**src/hdl/rgbhsv_pkg.sv**
```systemverilog
// rgbhsv_pkg: widths, hue sector codes, hue base angles and pipeline stage types
// shared by the rgb to hsv converter; depends on nothing
package rgbhsv_pkg;

  localparam int ChanW     = 8;
  localparam int HueW      = 9;
  localparam int SatW      = 8;
  localparam int HueNumW   = 17;   // numerator below 360 * 255
  localparam int SatNumW   = 16;   // numerator 255 * (max - min)
  localparam int DiffW     = ChanW + 1;
  localparam int HueSumW   = HueNumW + 2;
  localparam int DivStages = HueW; // one quotient bit per stage, hue is the wider one

  // hue base angles in degrees for each sector
  localparam logic [HueW-1:0] HueBaseRed   = HueW'(0);
  localparam logic [HueW-1:0] HueBaseWrap  = HueW'(360);
  localparam logic [HueW-1:0] HueBaseGreen = HueW'(120);
  localparam logic [HueW-1:0] HueBaseBlue  = HueW'(240);
  localparam int              HueSlope     = 60;

  typedef enum logic [1:0] {
    SEC_RED   = 2'b00,
    SEC_GREEN = 2'b01,
    SEC_BLUE  = 2'b10
  } sector_t;

  // first front stage: channels with their max and min
  typedef struct packed {
    logic [ChanW-1:0] red;
    logic [ChanW-1:0] green;
    logic [ChanW-1:0] blue;
    logic [ChanW-1:0] mx;
    logic [ChanW-1:0] mn;
  } ext_t;

  // second front stage: sector, signed channel difference, spread
  typedef struct packed {
    sector_t                 sector;
    logic signed [DiffW-1:0] diff;
    logic [ChanW-1:0]        spread;
    logic [ChanW-1:0]        mx;
  } sec_t;

  // divider lanes, one entry per pipeline stage
  typedef struct packed {
    logic [HueNumW-1:0] hue_rem;
    logic [ChanW-1:0]   hue_den;
    logic [HueW-1:0]    hue_quo;
    logic [SatNumW-1:0] sat_rem;
    logic [ChanW-1:0]   sat_den;
    logic [SatW-1:0]    sat_quo;
    logic [ChanW-1:0]   brightness;
  } div_t;

endpackage

```
**src/hdl/rgbhsv_pix_if.sv**
```systemverilog
// rgbhsv_pix_if: valid/ready channel carrying one rgb pixel
// depends on rgbhsv_pkg
interface rgbhsv_pix_if;
  import rgbhsv_pkg::*;

  logic             valid;
  logic             ready;
  logic [ChanW-1:0] red_in;
  logic [ChanW-1:0] green_in;
  logic [ChanW-1:0] blue_in;

  modport source(output valid, output red_in, output green_in, output blue_in, input ready);
  modport sink(input valid, input red_in, input green_in, input blue_in, output ready);
endinterface

```
**src/hdl/rgbhsv_hsv_if.sv**
```systemverilog
// rgbhsv_hsv_if: valid/ready channel carrying one hsv result
// depends on rgbhsv_pkg
interface rgbhsv_hsv_if;
  import rgbhsv_pkg::*;

  logic             valid;
  logic             ready;
  logic [HueW-1:0]  hue;
  logic [SatW-1:0]  saturation;
  logic [ChanW-1:0] brightness;

  modport source(output valid, output hue, output saturation, output brightness, input ready);
  modport sink(input valid, input hue, input saturation, input brightness, output ready);
endinterface

```
**src/hdl/rgbhsv_front.sv**
```systemverilog
// rgbhsv_front: three pipeline stages that find max/min, the hue sector and the
// divider numerators and divisors; depends on rgbhsv_pkg and rgbhsv_pix_if
module rgbhsv_front (
  input  logic               clk,
  input  logic               rst,
  rgbhsv_pix_if.sink         pixel,
  output logic               out_valid,
  input  logic               out_ready,
  output rgbhsv_pkg::div_t   out_data
);
  import rgbhsv_pkg::*;

  logic v1, v2, v3;
  logic rdy1, rdy2, rdy3;
  ext_t ext, ext_next;
  sec_t sec, sec_next;
  div_t num, num_next;

  logic [HueW-1:0]          base;
  logic [HueNumW-1:0]       base_term;
  logic signed [HueSumW-1:0] diff_ext;
  logic signed [HueSumW-1:0] slope_term;
  logic signed [HueSumW-1:0] hue_sum;

  assign rdy3        = !v3 || out_ready;
  assign rdy2        = !v2 || rdy3;
  assign rdy1        = !v1 || rdy2;
  assign pixel.ready = rdy1;
  assign out_valid   = v3;
  assign out_data    = num;

  // stage 1: max and min
  always_comb begin
    ext_next.red   = pixel.red_in;
    ext_next.green = pixel.green_in;
    ext_next.blue  = pixel.blue_in;
    ext_next.mx    = pixel.red_in;
    ext_next.mn    = pixel.red_in;
    if (pixel.green_in > ext_next.mx) ext_next.mx = pixel.green_in;
    if (pixel.blue_in > ext_next.mx)  ext_next.mx = pixel.blue_in;
    if (pixel.green_in < ext_next.mn) ext_next.mn = pixel.green_in;
    if (pixel.blue_in < ext_next.mn)  ext_next.mn = pixel.blue_in;
  end

  // stage 2: sector by max channel, red first then green
  always_comb begin
    sec_next.spread = ext.mx - ext.mn;
    sec_next.mx     = ext.mx;
    priority if (ext.mx == ext.red) begin
      sec_next.sector = SEC_RED;
      sec_next.diff   = $signed({1'b0, ext.green}) - $signed({1'b0, ext.blue});
    end else if (ext.mx == ext.green) begin
      sec_next.sector = SEC_GREEN;
      sec_next.diff   = $signed({1'b0, ext.blue}) - $signed({1'b0, ext.red});
    end else begin
      sec_next.sector = SEC_BLUE;
      sec_next.diff   = $signed({1'b0, ext.red}) - $signed({1'b0, ext.green});
    end
  end

  // stage 3: hue numerator base*spread + 60*diff, never negative
  always_comb begin
    unique case (sec.sector)
      SEC_RED:   base = (sec.diff < 0) ? HueBaseWrap : HueBaseRed;
      SEC_GREEN: base = HueBaseGreen;
      SEC_BLUE:  base = HueBaseBlue;
      default:   base = HueBaseRed;
    endcase
    base_term  = HueNumW'(sec.spread) * HueNumW'(base);
    diff_ext   = HueSumW'(sec.diff);
    slope_term = diff_ext * HueSumW'(HueSlope);
    hue_sum    = $signed({2'b00, base_term}) + slope_term;

    num_next.hue_rem    = hue_sum[HueNumW-1:0];
    // zero spread means a zero numerator, so a divisor of one gives zero
    num_next.hue_den    = (sec.spread == '0) ? ChanW'(1) : sec.spread;
    num_next.hue_quo    = '0;
    num_next.sat_rem    = {sec.spread, {ChanW{1'b0}}} - SatNumW'(sec.spread);
    num_next.sat_den    = (sec.mx == '0) ? ChanW'(1) : sec.mx;
    num_next.sat_quo    = '0;
    num_next.brightness = sec.mx;
  end

  always_ff @(posedge clk) begin
    if (rst) begin
      v1 <= 1'b0;
      v2 <= 1'b0;
      v3 <= 1'b0;
    end else begin
      if (rdy1) v1 <= pixel.valid;
      if (rdy2) v2 <= v1;
      if (rdy3) v3 <= v2;
    end
  end

  always_ff @(posedge clk) begin
    if (rdy1) ext <= ext_next;
    if (rdy2) sec <= sec_next;
    if (rdy3) num <= num_next;
  end

endmodule

```
**src/hdl/rgbhsv_div_pipe.sv**
```systemverilog
// rgbhsv_div_pipe: restoring division pipeline, one quotient bit per stage,
// hue and saturation lanes side by side; depends on rgbhsv_pkg
module rgbhsv_div_pipe (
  input  logic             clk,
  input  logic             rst,
  input  logic             in_valid,
  output logic             in_ready,
  input  rgbhsv_pkg::div_t in_data,
  output logic             out_valid,
  input  logic             out_ready,
  output rgbhsv_pkg::div_t out_data
);
  import rgbhsv_pkg::*;

  // one restoring step at quotient bit position pos
  function automatic div_t div_step(div_t x, int unsigned pos);
    div_t               y;
    logic [HueNumW-1:0] hue_sh;
    logic [SatNumW-1:0] sat_sh;
    y      = x;
    hue_sh = HueNumW'(x.hue_den) << pos;
    sat_sh = SatNumW'(x.sat_den) << pos;
    if (x.hue_rem >= hue_sh) begin
      y.hue_rem = x.hue_rem - hue_sh;
      y.hue_quo = x.hue_quo | (HueW'(1) << pos);
    end
    if (pos < SatW && x.sat_rem >= sat_sh) begin
      y.sat_rem = x.sat_rem - sat_sh;
      y.sat_quo = x.sat_quo | (SatW'(1) << pos);
    end
    return y;
  endfunction

  div_t                 st  [DivStages];
  logic [DivStages-1:0] vld;
  logic [DivStages-1:0] rdy;

  assign in_ready  = rdy[0];
  assign out_valid = vld[DivStages-1];
  assign out_data  = st[DivStages-1];

  for (genvar i = 0; i < DivStages; i++) begin : g_stage
    localparam int unsigned Pos = DivStages - 1 - i;
    div_t prev_data;
    logic prev_valid;
    logic next_ready;

    if (i == 0) begin : g_first
      assign prev_data  = in_data;
      assign prev_valid = in_valid;
    end else begin : g_mid
      assign prev_data  = st[i-1];
      assign prev_valid = vld[i-1];
    end

    if (i == DivStages - 1) begin : g_last
      assign next_ready = out_ready;
    end else begin : g_inner
      assign next_ready = rdy[i+1];
    end

    assign rdy[i] = !vld[i] || next_ready;

    always_ff @(posedge clk) begin
      if (rst) begin
        vld[i] <= 1'b0;
      end else if (rdy[i]) begin
        vld[i] <= prev_valid;
      end
    end

    always_ff @(posedge clk) begin
      if (rdy[i]) st[i] <= div_step(prev_data, Pos);
    end
  end

endmodule

```
**src/hdl/rgb_to_hsv_converter.sv**
```systemverilog
// rgb_to_hsv_converter: top level, 8-bit rgb pixel in, hue/saturation/value out
// depends on rgbhsv_pkg, rgbhsv_pix_if, rgbhsv_hsv_if, rgbhsv_front, rgbhsv_div_pipe
//
//   port    dir  payload                          transfer when
//   pixel   in   red_in, green_in, blue_in        pixel.valid && pixel.ready
//   result  out  hue, saturation, brightness      result.valid && result.ready
//
// one pixel per clock sustained while result.ready is high; 3 front stages (max/min,
// sector, numerators) and 9 divider stages, one quotient bit each.
// every stage has its own valid bit and loads when empty or when the next one
// moves, so bubbles close up under a stalled output and nothing is dropped.
// rst is synchronous and clears only the valid bits.
module rgb_to_hsv_converter (
  input  logic         clk,
  input  logic         rst,
  rgbhsv_pix_if.sink   pixel,
  rgbhsv_hsv_if.source result
);
  import rgbhsv_pkg::*;

  logic front_valid;
  logic front_ready;
  div_t front_data;
  div_t div_data;

  rgbhsv_front u_front (
    .clk       (clk),
    .rst       (rst),
    .pixel     (pixel),
    .out_valid (front_valid),
    .out_ready (front_ready),
    .out_data  (front_data)
  );

  rgbhsv_div_pipe u_div (
    .clk       (clk),
    .rst       (rst),
    .in_valid  (front_valid),
    .in_ready  (front_ready),
    .in_data   (front_data),
    .out_valid (result.valid),
    .out_ready (result.ready),
    .out_data  (div_data)
  );

  assign result.hue        = div_data.hue_quo;
  assign result.saturation = div_data.sat_quo;
  assign result.brightness = div_data.brightness;

endmodule
```
**src/flat_wrapper.sv**
```systemverilog
// flat-port wrapper written by rule: the top's interface ports become plain ports
module rgb_to_hsv_converter_flat import rgbhsv_pkg::*;
  (clk, rst, pixel_valid, pixel_red_in, pixel_green_in, pixel_blue_in, pixel_ready, result_valid, result_hue, result_saturation, result_brightness, result_ready);
  rgbhsv_pix_if pixel_i ();
  rgbhsv_hsv_if result_i ();
  input  logic clk;
  input  logic rst;
  input wire logic [$bits(pixel_i.valid)-1:0] pixel_valid;
  input wire logic [$bits(pixel_i.red_in)-1:0] pixel_red_in;
  input wire logic [$bits(pixel_i.green_in)-1:0] pixel_green_in;
  input wire logic [$bits(pixel_i.blue_in)-1:0] pixel_blue_in;
  output wire logic [$bits(pixel_i.ready)-1:0] pixel_ready;
  output wire logic [$bits(result_i.valid)-1:0] result_valid;
  output wire logic [$bits(result_i.hue)-1:0] result_hue;
  output wire logic [$bits(result_i.saturation)-1:0] result_saturation;
  output wire logic [$bits(result_i.brightness)-1:0] result_brightness;
  input wire logic [$bits(result_i.ready)-1:0] result_ready;
  assign pixel_i.valid = pixel_valid;
  assign pixel_i.red_in = pixel_red_in;
  assign pixel_i.green_in = pixel_green_in;
  assign pixel_i.blue_in = pixel_blue_in;
  assign pixel_ready = pixel_i.ready;
  assign result_valid = result_i.valid;
  assign result_hue = result_i.hue;
  assign result_saturation = result_i.saturation;
  assign result_brightness = result_i.brightness;
  assign result_i.ready = result_ready;
  rgb_to_hsv_converter u_core (.clk(clk), .rst(rst), .pixel(pixel_i), .result(result_i));
endmodule
```
**config.mk**
```make
export PLATFORM = sky130hd
export DESIGN_NAME = rgb_to_hsv_converter_flat
export DESIGN_NICKNAME = d
export VERILOG_FILES = /design/src/hdl/rgbhsv_pkg.sv /design/src/hdl/rgbhsv_pix_if.sv /design/src/hdl/rgbhsv_hsv_if.sv /design/src/hdl/rgbhsv_front.sv /design/src/hdl/rgbhsv_div_pipe.sv /design/src/hdl/rgb_to_hsv_converter.sv /design/src/flat_wrapper.sv
export SDC_FILE = /design/constraint.sdc
export NUM_CORES = 1
export LEC_CHECK = 0
export BUFFER_PORTS_ARGS = -buffer_cell sky130_fd_sc_hd__buf_2
export CELL_PAD_IN_SITES_DETAIL_PLACEMENT = 1
export CELL_PAD_IN_SITES_GLOBAL_PLACEMENT = 1
export CORE_UTILIZATION = 54
export DETAILED_ROUTE_END_ITERATION = 10
export PLACE_DENSITY = 0.84
export SKIP_CTS_REPAIR_TIMING = 1
export SYNTH_ARGS = -nofsm -noshare
export SYNTH_HDL_FRONTEND = slang
export SYNTH_HIERARCHICAL = 1
export SYNTH_SLANG_ARGS = --single-unit
```
**constraint.sdc**
```tcl
create_clock -name clk -period 10.3 [get_ports clk]
set_clock_uncertainty 0.05 [all_clocks]
set_input_delay 0 -clock clk [delete_from_list [all_inputs] [get_ports clk]]
set_output_delay 0 -clock clk [all_outputs]
set_load 0.05 [all_outputs]
```
* Yosys cells after proc, flatten, opt, wreduce, memory -nomap -nowiden
Memory sizes are Yosys's and may differ from the RTL's. Cells that the tools add are included.
Operators by class: add/subtract/negate cells 23, multiply operators 2, magnitude comparators 22, eq/ne operators 4, multiplexer cells 94, reduce and logical (&&, ||, !) cells 27
Operator list (count):
- $mux 17 | 18
- $mux 16 | 16
- $mux 8 | 14
- $mux 9 | 12
- $sub 16x8->16 | 2
- $pmux 9 s3 | 1
- $sub 8x8->9 | 3
- $mux 1 | 20
- $add 17x16->17 | 1
- $ge 17x10->1 | 1
- $ge 17x11->1 | 1
- $ge 17x12->1 | 1
- $ge 17x13->1 | 1
- $ge 17x14->1 | 1
- $ge 17x15->1 | 1
- $ge 17x16->1 | 1
- $ge 17x8->1 | 1
- $ge 17x9->1 | 1
- $mul 8x9->17 | 1
- $sub 17x10->17 | 1
- $sub 17x11->17 | 1
- $sub 17x12->17 | 1
- $sub 17x13->17 | 1
- $sub 17x14->17 | 1
- other kinds (38) | 70
Storage, ports and cells: bits in registers 136, memory bits (writable) 666, bits of input ports 28, output and inout port bits 27, word-level logic and storage cells 199, memories 1
Memory list:
- u_core.u_div.st | words 9, bits a word 74, rd ports 9, clocked after Yosys merged registers in 0, wr ports 9, line rgbhsv_div_pipe.sv:34 | div_t st [DivStages];

* Logic depth before layout (Yosys ltp)
Gate-level depths: netlist of the first run.
depth after elaboration 13, mapped depth 26, mapped depth without buffers 26

* Modules after synthesis
The synthesis of the first run kept the hierarchy.
Modules (own cells, without submodules):
- rgbhsv_div_pipe | instances 1, cells an instance 2160, area each 30110.1 sq um, sequential area each 20179.4 sq um
- rgbhsv_front | instances 1, cells an instance 875, area each 9565.4 sq um, sequential area each 3723.6 sq um

* Worst setup path after synthesis of the first run
No wires, ideal clock.
kind reg-to-reg, from reg u_core.u_div.vld[8], in the netlist u_core/u_div/out_valid, to reg u_core/u_front/ext[0] (netlist name), enable pin, setup time 0.637 ns, data arrival time 7.678 ns, required time 9.613 ns, slack 1.935 ns, cell stages (with the launch flop) 9, buffers on the path 0, period minus slack after synthesis 8.365 ns, path through dfxtp_1 -> nor2b_1 -> inv_1 -> nor2_1 -> nand4_1 -> or2_2 -> nor2b_1 -> and2_1 -> nand2_1
On the way: word-level cells in the longest chain between the ends 13
Ends and longest elaborated chain:
- start, declared | line rgbhsv_div_pipe.sv:35 | logic [DivStages-1:0] vld;
- start signal, assigned by index | line rgbhsv_div_pipe.sv:68 | vld[i] <= prev_valid;
- $logic_not 1->1 | line rgbhsv_div_pipe.sv:62 | assign rdy[i] = !vld[i] || next_ready;
- $logic_or 1x1->1 | line rgbhsv_div_pipe.sv:62
- named net u_core.u_div.g_stage[7].next_ready | line rgbhsv_div_pipe.sv:46 | logic next_ready;
- $logic_or 1x1->1 (7 in series) | line rgbhsv_div_pipe.sv:62
- named net u_core.u_div.g_stage[0].next_ready | line rgbhsv_div_pipe.sv:46
- $logic_or 1x1->1 | line rgbhsv_div_pipe.sv:62
- named net u_core.front_ready | line rgb_to_hsv_converter.sv:22 | logic front_ready;
- $logic_or 1x1->1 | line rgbhsv_front.sv:25 | assign rdy3 = !v3 || out_ready;
- $logic_or 1x1->1 | line rgbhsv_front.sv:26 | assign rdy2 = !v2 || rdy3;
- $logic_or 1x1->1 | line rgbhsv_front.sv:27 | assign rdy1 = !v1 || rdy2;
- named net pixel_ready | line flat_wrapper.sv:12 | output wire logic [$bits(pixel_i.ready)-1:0] pixel_ready;
- end signal, assigned | line rgbhsv_front.sv:97 | if (rdy1) ext <= ext_next;
- end, declared | line rgbhsv_front.sv:15 | ext_t ext, ext_next;
The timed path passes the listed nets, and every way through them passes these cells. A chain may end at the register's enable or synchronous reset.

* Worst setup path after layout of the first run
from reg u_core.u_front.sec (netlist bit u_core/u_front/diff_ext[1]), to reg u_core.u_front.num (netlist bit u_core/u_front/out_data[73]) (data pin)
On the way: word-level cells in the longest chain between the ends 5, elaborated cells between the ends (all ways) 6, classes of those cells add/sub (1); mul (2); order compare (1); mux (2)
Ends and longest elaborated chain:
- start, declared | line rgbhsv_front.sv:16 | sec_t sec, sec_next;
- start signal, assigned | line rgbhsv_front.sv:98 | if (rdy2) sec <= sec_next;
- $lt 9x1->1 | line rgbhsv_front.sv:64 | SEC_RED: base = (sec.diff < 0) ? HueBaseWrap : HueBaseRed;
- $mux 9 | line rgbhsv_front.sv:64
- $pmux 9 s3 | line rgbhsv_front.sv:63 | unique case (sec.sector)
- $mul 8x9->17 | line rgbhsv_front.sv:69 | base_term = HueNumW'(sec.spread) * HueNumW'(base);
- $add 17x16->17 * | line rgbhsv_front.sv:72 | hue_sum = $signed({2'b00, base_term}) + slope_term;
- named net u_core.u_front.hue_sum[16] | line rgbhsv_front.sv:23 | logic signed [HueSumW-1:0] hue_sum;
- end signal, assigned | line rgbhsv_front.sv:99 | if (rdy3) num <= num_next;
- end, declared | line rgbhsv_front.sv:17 | div_t num, num_next;
Mark *: on every way through the listed nets, which the timed path passes. The rest lies on a longest branch.

==> results of run 1 <==
==> how the worst max path moves through the flow <==
stage | from | endpoint | slack (ns)
detailed placement | u_core/u_front/diff_ext[1]$_DFFE_PP_ | u_core/u_front/out_data[73]$_DFFE_PP_ | 3.52
floorplan | u_core/u_div/out_valid$_SDFFE_PP0P_ | u_core/u_front/ext[0]$_DFFE_PP_ | 2.67
finish | u_core/u_front/diff_ext[1]$_DFFE_PP_ | u_core/u_front/out_data[73]$_DFFE_PP_ | 3.51
CTS | u_core/u_front/diff_ext[1]$_DFFE_PP_ | u_core/u_front/out_data[73]$_DFFE_PP_ | 3.46
global route | u_core/u_front/diff_ext[1]$_DFFE_PP_ | u_core/u_front/out_data[73]$_DFFE_PP_ | 3.13
global placement | u_core/u_front/diff_ext[0]$_DFFE_PP_ | u_core/u_front/out_data[73]$_DFFE_PP_ | 3.81
==> critical path: stages, from the launching register on <==
cell	delay [ns]
edfxtp_1	0.44
ha_1	0.34
ha_1	0.34
xor2_1	0.27
ha_1	0.33
fa_1	0.48
a21o_1	0.21
a21oi_1	0.27
xor2_1	0.23
fa_1	0.45
fa_1	0.53
inv_1	0.05
ha_1	0.27
inv_1	0.05
fa_1	0.47
inv_1	0.05
ha_1	0.32
nor2b_1	0.15
o21a_1	0.18
o21ai_0	0.26
a21oi_1	0.15
o41ai_1	0.34
xnor2_1	0.14
xnor2_1	0.14
==> per-layer routing <==
| layer | GRT usage, % | routed length (um) | share of wire [%] |
|---|---|---|---|
| met1 | 24.04 | 30210 | 37 |
| met2 | 48.06 | 47300 | 57 |
| met3 | 2.879 | 2349 | 2.8 |
| met4 | 9.499 | 2752 | 3.3 |
| met5 | 0 | 0 | 0 |
==> layout make-up <==
type                    count  area [um^2]  share of cell area, %
clock buffers              97         2093                  5.041
inverters                 334         1254                  3.019
repair buffers             97        665.6                  1.603
diodes                      2        5.005                0.01205
multi-input cells        1726        13470                  32.43
well taps                 882         1104                  2.658
flip-flops and latches    751        22430                  54.02
clock inverters            48        506.7                  1.220
==> stage by stage <==
| step | instance area [um^2] | hold slack, ns | util [%] |
|---|---|---|---|
| 3_5_place_dp | 38630 | 0.1786 | 56.42 |
| 2_1_floorplan | 37430 | 0.02238 | - |
| 6_report | 41520 | 0.08158 | 60.65 |
| 4_1_cts | 41230 | -0.4892 | 60.22 |
| 3_3_place_gp | 38630 | 0.1690 | 56.42 |
| 5_1_grt | 41520 | 0.09080 | 60.65 |
==> sequential cells by signal, summed over array words and instances (netlist names) <==
register	cells
u_core/u_front/out_valid	1
u_core/u_front/num_next	8
u_core/u_div/out_valid	1
u_core/u_div/g_stage.prev_valid	8
u_core/u_front/sec	10
u_core/u_front/v1	1
u_core/u_front/diff_ext	9
u_core/u_front/v2	1
u_core/u_div/st	617
u_core/u_front/out_data	55
u_core/u_front/ext	40
==> cell usage in the layout, fill, tap and decap left out, types with 41 or more instances in the layout <==
cell         n
mux2i_1     41
inv_1      331
nand2_1    130
nor2_1     170
nand2b_1    44
ha_1       251
fa_1        67
nor2b_1     44
edfxtp_1   739
nor3_1      41
a21oi_1    137
xnor2_1    109
buf_2       54
clkbuf_16   78
o21ai_0    130
xor2_1      72
o21a_1      43
==> run_results.csv, run 1 <==
group,metric,value,unit
status,status,"finished clean",
critical_path,cp.required,10.59,ns
placement,dp_slack,3.524,ns
sta,finalSetupViolCount,0,
worst_hold_path,whs_endpoint,"u_core/u_front/ext[36]$_DFFE_PP_",
critical_path,reg2reg_depth,23,
sta,worst_slew_pin_slew,1.286,ns
critical_path,worstSetupStartpointType,"flip-flop",
sta,rsz0062_at_grt,"no",
worst_hold_path,whs_path_depth,2,
sta,post-route-worst-setup-slack,3.512,ns
flow_run,cap_violations,0,
routing,route.detailed.drc,0,
routing,drtAntennaViolNets,0,
layout,nFillCells,6623,
die,die_area,70240,um^2
placement,gp_congestion,0.8930,
die,num_rows,96,
clock_network,htree_levels,3,
yosys,syn_area_per_cell,13.10,um^2
clock_network,cts_tree,"built",
die,start_util,54.57,%
sta,slew_headroom,13.67,%
die,coreArea,68470,um^2
sta,drv_slew,0,
layout,final_cells,3937,
worst_hold_path,hp-class,"input port to flip-flop",
clock_network,clockBufferDepth,3,
critical_path,r2r-end,"u_core/u_front/out_data[73]$_DFFE_PP_",
routing,drtIter0Drc,1386,
clock_network,cts_root_buf,"clkbuf_16",
global_routing,grt_remaining_overflow,0,
sta,fin_tns_setup,0,ns
clock_network,cts_sinks,751,
global_routing,grt_first_pass_wirelength,131000,um
die,die_w,265.0,um
yosys,synth-warning-count,6,
sta,period_share,65.90,%
critical_path,crit_fanout,3,
clock_network,clk_pin_slew_worst_paths,0.06,ns
placement,port_buffers,54,
yosys,netlist_instances,2852,
sta,fmax,147.3,MHz
routing,avgViaCountPerCell,5.688,
layout,final_nets,3334,
critical_path,r2r-start,"u_core/u_front/diff_ext[1]$_DFFE_PP_",
global_routing,grt_pass1_vias,24760,
yosys,syn_area,37360,um^2
critical_path,crit_type,"flip-flop to flip-flop",
sta,hold_viol,0,
clock_network,clk_latency,0.64,ns
die,die_h,265.0,um
global_routing,grt_antenna_before_repair,2,
global_routing,grt_max_degree,77,
layout,syn_to_final_growth,11.15,%
die,io_pins,55,
routing,dr.pass1.iters,5,
worst_hold_path,min_from,"pixel_red_in[4]",
routing,vias,22390,
global_routing,grtUsageTotal,23.68,%
routing,wl_per_cell,20.99,um
placement,hpwl,59180,um
critical_path,cp-end-kind,"flip-flop",
critical_path,ff2ff_setup_slack,3.51,ns
critical_path,arrival,7.07,ns
layout,layout-drive-gt1-share,9.237,%
clock_network,cts_buffers,78,
sta,period_needed,6.788,ns
routing,routed_wl,82620,um
placement,dp_cells,3761,
Power of run 1 is left out: the tool's default activity adds up to more than one toggle a clock period on the data nets, which glitch-free logic cannot reach.
==> inputs of run 2 (changes only) <==
--- a/config.mk
+++ b/config.mk
@@ -5,10 +5,11 @@
 export SDC_FILE = /design/constraint.sdc
 export NUM_CORES = 1
 export LEC_CHECK = 0
+export ABC_AREA = 1
 export BUFFER_PORTS_ARGS = -buffer_cell sky130_fd_sc_hd__buf_2
 export CELL_PAD_IN_SITES_DETAIL_PLACEMENT = 1
 export CELL_PAD_IN_SITES_GLOBAL_PLACEMENT = 1
-export CORE_UTILIZATION = 54
+export CORE_UTILIZATION = 51
 export DETAILED_ROUTE_END_ITERATION = 10
 export PLACE_DENSITY = 0.84
 export SKIP_CTS_REPAIR_TIMING = 1
==> constraint.sdc (replaced) <==
create_clock -name clk -period 6.5 [get_ports clk]
set_clock_uncertainty 0.05 [all_clocks]
set_input_delay 0 -clock clk [delete_from_list [all_inputs] [get_ports clk]]
set_output_delay 0 -clock clk [all_outputs]
set_load 0.05 [all_outputs]
==> run_results.csv, run 2 <==
group,metric,value,unit
status,status,"finished, violations left",
status,violations,"hold timing",
layout,nFillCells,8507,
routing,drtIter0Drc,1332,
clock_network,cts_tree,"built",
sta,worst_slew_pin_slew,1.132,ns
sta,hold_viol,1,
critical_path,slowest_stage,"fa_1",
critical_path,crit_path_frequent_cell,"fa_1",
routing,avgViaCountPerCell,5.340,
die,num_rows,102,
global_routing,grt_pass1_vias,30640,
sta,finalSetupViolCount,0,
routing,dr.pass1.iters,5,
critical_path,r2r-end,"u_core/u_front/out_data[71]$_DFFE_PP_",
placement,place_area,41570,um^2
critical_path,cp_top_family,"adder cells",
global_routing,grt_max_degree,76,
worst_hold_path,whs_path_depth,8,
sta,fmax,161.4,MHz
global_routing,grtUsageTotal,25.46,%
layout,ff_latch_area,22440,um^2
critical_path,crit_fanout,4,
layout,multi_input_area,14880,um^2
global_routing,busiest_layer,"met2",
global_routing,grt_first_pass_wirelength,158400,um
sta,slew_headroom,24.41,%
die,start_util,51.65,%
sta,fin_tns_setup,0,ns
layout,final_nets,4483,
critical_path,r2r-start,"u_core/u_front/diff_ext[2]$_DFFE_PP_",
clock_network,clk_pin_slew_worst_paths,0.06,ns
critical_path,reg2reg_depth,21,
yosys,syn_area,40150,um^2
global_routing,use_met2,50.70,%
sta,drv_slew,0,
worst_hold_path,whs_endpoint,"u_core/u_div/g_stage[6].prev_valid$_SDFFE_PP0P_",
flow_run,cap_violations,0,
critical_path,crit_type,"flip-flop to flip-flop",
global_routing,grt_remaining_overflow,0,
routing,route.detailed.drc,0,
placement,gp_congestion,0.8696,
yosys,synth-warning-count,6,
critical_path,cp.required,6.82,ns
worst_hold_path,hp-class,"input port to flip-flop",
routing,vias,28000,
layout,largest_register_ffs,617,
clock_network,cts_sinks,751,
critical_path,ff2ff_setup_slack,0.30,ns
sta,period_share,95.34,%
die,die_h,282.6,um
layout,final_area,44590,um^2
die,coreArea,77720,um^2
global_routing,use_met3,3.271,%
critical_path,path_cells,"ha_1, fa_1, inv_1, fa_1, inv_1, ha_1, a21oi_1, nand2_1, xnor2_2, fa_1, fa_1, fa_1, fa_1, inv_1, ha_2, inv_1, nor3_4, a21oi_1, nor3_1, nor2_1, xor2_1",
worst_hold_path,min_from,"result_ready",
critical_path,worstSetupStartpointType,"flip-flop",
layout,syn_to_final_growth,11.07,%
clock_network,clk_latency,0.64,ns
routing,wl_per_cell,18.99,um
die,io_pins,55,
sta,period_needed,6.197,ns
sta,worst_hold_slack,-0.01523,ns
critical_path,cp_slowest_stage_delay,0.52,ns
routing,drtAntennaViolNets,0,
layout,layout-drive-gt1-share,7.469,%
critical_path,path_buf_inv,4,
yosys,netlist_instances,3999,
layout,top_register,"u_core/u_div/st",
layout,layout_commonest_cell,"nand2_1",
yosys,syn_area_per_cell,10.04,um^2
critical_path,arrival,6.52,ns
layout,insertedDiodeCount,0,
global_routing,grt_antenna_before_repair,0,
die,die_area,79840,um^2
placement,hpwl,75240,um
global_routing,met1_usage,26.30,%
layout,final_cell_mix,"nand2_1, edfxtp_1, inv_1",
routing,routed_wl,99580,um
clock_network,clockBufferDepth,3,
die,die_w,282.6,um
clock_network,cts_buffers,82,
placement,port_buffers,54,
clock_network,htree_levels,3,
clock_network,cts_root_buf,"clkbuf_16",
placement,dp_cells,5063,
critical_path,cp-end-kind,"flip-flop",
layout,final_cells,5244,
[run 2: stage by stage]
stage | util, % | setup WS, ns
6_report | 57.37 | 0.3030
5_1_grt | 57.37 | -0.02822
4_1_cts | 56.93 | 0.07189
3_5_place_dp | 53.49 | 0.1680
3_3_place_gp | 53.49 | 0.3988
2_1_floorplan | - | -0.2017
[run 2: worst max path at each step]
stage	to	start	cells after the start	slack (ns)
6_report	u_core/u_front/out_data[71]$_DFFE_PP_	u_core/u_front/diff_ext[2]$_DFFE_PP_	21	0.30
5_1_grt	u_core/u_front/out_data[70]$_DFFE_PP_	u_core/u_front/diff_ext[2]$_DFFE_PP_	22	-0.03
4_1_cts	u_core/u_front/out_data[73]$_DFFE_PP_	u_core/u_front/diff_ext[3]$_DFFE_PP_	22	0.07
3_5_place_dp	u_core/u_front/out_data[73]$_DFFE_PP_	u_core/u_front/diff_ext[3]$_DFFE_PP_	22	0.17
3_3_place_gp	u_core/u_front/out_data[73]$_DFFE_PP_	u_core/u_front/diff_ext[3]$_DFFE_PP_	22	0.40
2_1_floorplan	u_core/u_front/diff_ext[0]$_DFFE_PP_	u_core/u_div/out_valid$_SDFFE_PP0P_	9	-0.20
[run 2: worst register-to-register path, stage by stage (launching register included)]
cell and delay, ns:
edfxtp_1 0.44, ha_1 0.33, fa_1 0.49, inv_1 0.05, fa_1 0.47, inv_1 0.04, ha_1 0.33, a21oi_1 0.15
nand2_1 0.13, xnor2_2 0.18, fa_1 0.46, fa_1 0.52, fa_1 0.52, fa_1 0.50, inv_1 0.05, ha_2 0.37
inv_1 0.10, nor3_4 0.26, a21oi_1 0.16, nor3_1 0.15, nor2_1 0.07, xor2_1 0.14
[run 2: per-layer routing]
| layer | up-vias | routed length, um |
|---|---|---|
| li1 | 13400 | - |
| met5 | - | 0 |
| met4 | 0 | 4131 |
| met1 | 13820 | 36980 |
| met2 | 533 | 55680 |
| met3 | 248 | 2783 |
[run 2: final cells by class]
type,instances,share of cell area (%)
sequential,751,50.32
clock inverter,40,0.9176
inverter,714,6.025
timing repair buffer,91,1.381
tap,1040,2.918
clock buffer,111,5.073
multi-input combinational,2497,33.37
Power of run 2 is left out for the same reason.
==> inputs of run 3 (changes only) <==
--- a/config.mk
+++ b/config.mk
@@ -5,11 +5,11 @@
 export SDC_FILE = /design/constraint.sdc
 export NUM_CORES = 1
 export LEC_CHECK = 0
-export ABC_AREA = 1
+export ABC_AREA = 0
 export BUFFER_PORTS_ARGS = -buffer_cell sky130_fd_sc_hd__buf_2
 export CELL_PAD_IN_SITES_DETAIL_PLACEMENT = 1
 export CELL_PAD_IN_SITES_GLOBAL_PLACEMENT = 1
-export CORE_UTILIZATION = 51
+export CORE_UTILIZATION = 54
 export DETAILED_ROUTE_END_ITERATION = 10
 export PLACE_DENSITY = 0.84
 export SKIP_CTS_REPAIR_TIMING = 1
==> constraint.sdc (replaced) <==
create_clock -name clk -period 6.65 [get_ports clk]
set_clock_uncertainty 0.05 [all_clocks]
set_input_delay 0 -clock clk [delete_from_list [all_inputs] [get_ports clk]]
set_output_delay 0 -clock clk [all_outputs]
set_load 0.05 [all_outputs]
==> run_results.csv, run 3 (same netlist as run 1, synthesis figures left out) <==
group,metric,value,unit
status,status,"finished clean",
layout,ff_latch_area,22440,um^2
global_routing,grtUsageTotal,23.93,%
layout,multi_input_area,13600,um^2
sta,drv_slew,0,
critical_path,worstSetupStartpointType,"flip-flop",
critical_path,crit_fanout,4,
layout,syn_to_final_growth,11.40,%
clock_network,htree_levels,3,
clock_network,clk_latency,0.62,ns
routing,vias,22460,
layout,final_nets,3337,
clock_network,clk_pin_slew_worst_paths,0.07,ns
sta,fmax,153.3,MHz
layout,nFillCells,6577,
flow_run,cap_violations,0,
sta,finalSetupViolCount,0,
layout,post-route-util,60.79,%
routing,routed_wl,83210,um
clock_network,cts_tree,"built",
sta,period_needed,6.522,ns
placement,port_buffers,54,
layout,layout_commonest_cell,"edfxtp_1",
critical_path,cp-end-kind,"flip-flop",
global_routing,grt_max_degree,77,
layout,largest_register_ffs,617,
die,die_area,70240,um^2
clock_network,clockBufferDepth,3,
clock_network,cts_root_buf,"clkbuf_16",
worst_hold_path,hp-class,"input port to flip-flop",
critical_path,slowest_stage,"fa_1",
critical_path,arrival,6.83,ns
critical_path,cp_slowest_stage_delay,0.51,ns
sta,post-route-worst-setup-slack,0.1278,ns
die,num_rows,96,
critical_path,crit_path_frequent_cell,"inv_1",
sta,hold_viol,0,
global_routing,grt_remaining_overflow,0,
routing,route.detailed.drc,0,
clock_network,cts_buffers,78,
critical_path,ff2ff_setup_slack,0.13,ns
die,die_h,265.0,um
layout,final_cell_mix,"edfxtp_1, inv_1, ha_1",
critical_path,crit_type,"flip-flop to flip-flop",
global_routing,grt_first_pass_wirelength,132200,um
routing,drtIter0Drc,1246,
routing,wl_per_cell,21.16,um
sta,slew_headroom,14.64,%
routing,dr.pass1.iters,5,
placement,gp_congestion,0.9116,
die,die_w,265.0,um
layout,insertedDiodeCount,0,
routing,avgViaCountPerCell,5.711,
global_routing,grt_pass1_vias,24800,
routing,drtAntennaViolNets,0,
clock_network,cts_sinks,751,
sta,period_share,98.08,%
placement,dp_slack,-0.07589,ns
layout,top_register,"u_core/u_div/st",
layout,layout-drive-gt1-share,9.669,%
placement,hpwl,60140,um
critical_path,cp.required,6.95,ns
sta,worst_slew_pin_slew,1.280,ns
sta,worst_hold_slack,0.1057,ns
die,start_util,54.57,%
global_routing,grt_antenna_before_repair,0,
die,coreArea,68470,um^2
die,io_pins,55,
## run 3: through the flow
step / std cells / setup TNS [ns] / area [um^2]
after floorplan: 2870 / 0 / 37470
after global placement: 3761 / 0 / 38670
after detailed placement: 3761 / -0.07589 / 38670
after CTS: 3901 / -0.07701 / 41200
after global routing: 3933 / -0.1983 / 41620
final: 3933 / 0 / 41620
## run 3: worst max-delay path, delay by kind of cell, from the launching register on
| kind | cells | cell delay (ns) |
|---|---|---|
| adder cells (fa/ha/maj) | 9 | 3.32 |
| AO/OA/AOI/OAI | 6 | 1.16 |
| XOR/XNOR | 4 | 0.65 |
| flip-flops | 1 | 0.48 |
| buffers and inverters | 5 | 0.43 |
| AND/OR/NAND/NOR | 1 | 0.15 |
## run 3: cell type report
type / count / area share, %
multi-input combinational: 1726 / 32.69
sequential: 751 / 53.91
timing repair buffer: 100 / 1.648
tap: 882 / 2.652
clock buffer: 93 / 4.825
inverter: 334 / 3.030
clock inverter: 47 / 1.248
## run 3: layer usage
metal	track usage [%]	vias up	share of wire [%]
met5	0	-	0
met4	11.20	0	4.6
met3	2.888	232	2.8
met2	47.13	479	56
met1	24.96	11180	37
li1	-	10570	-
## run 3: worst paths after layout
check | from | end | depth (start not counted)
min reg2reg | u_core/u_div/st[0][82]$_DFFE_PP_ | u_core/u_div/st[0][156]$_DFFE_PP_ | 0
max reg2reg | u_core/u_front/diff_ext[1]$_DFFE_PP_ | u_core/u_front/out_data[73]$_DFFE_PP_ | 25
min | pixel_red_in[7] | u_core/u_front/ext[39]$_DFFE_PP_ | 2
max | u_core/u_front/diff_ext[1]$_DFFE_PP_ | u_core/u_front/out_data[73]$_DFFE_PP_ | 25
Power of run 3 is left out for the same reason.
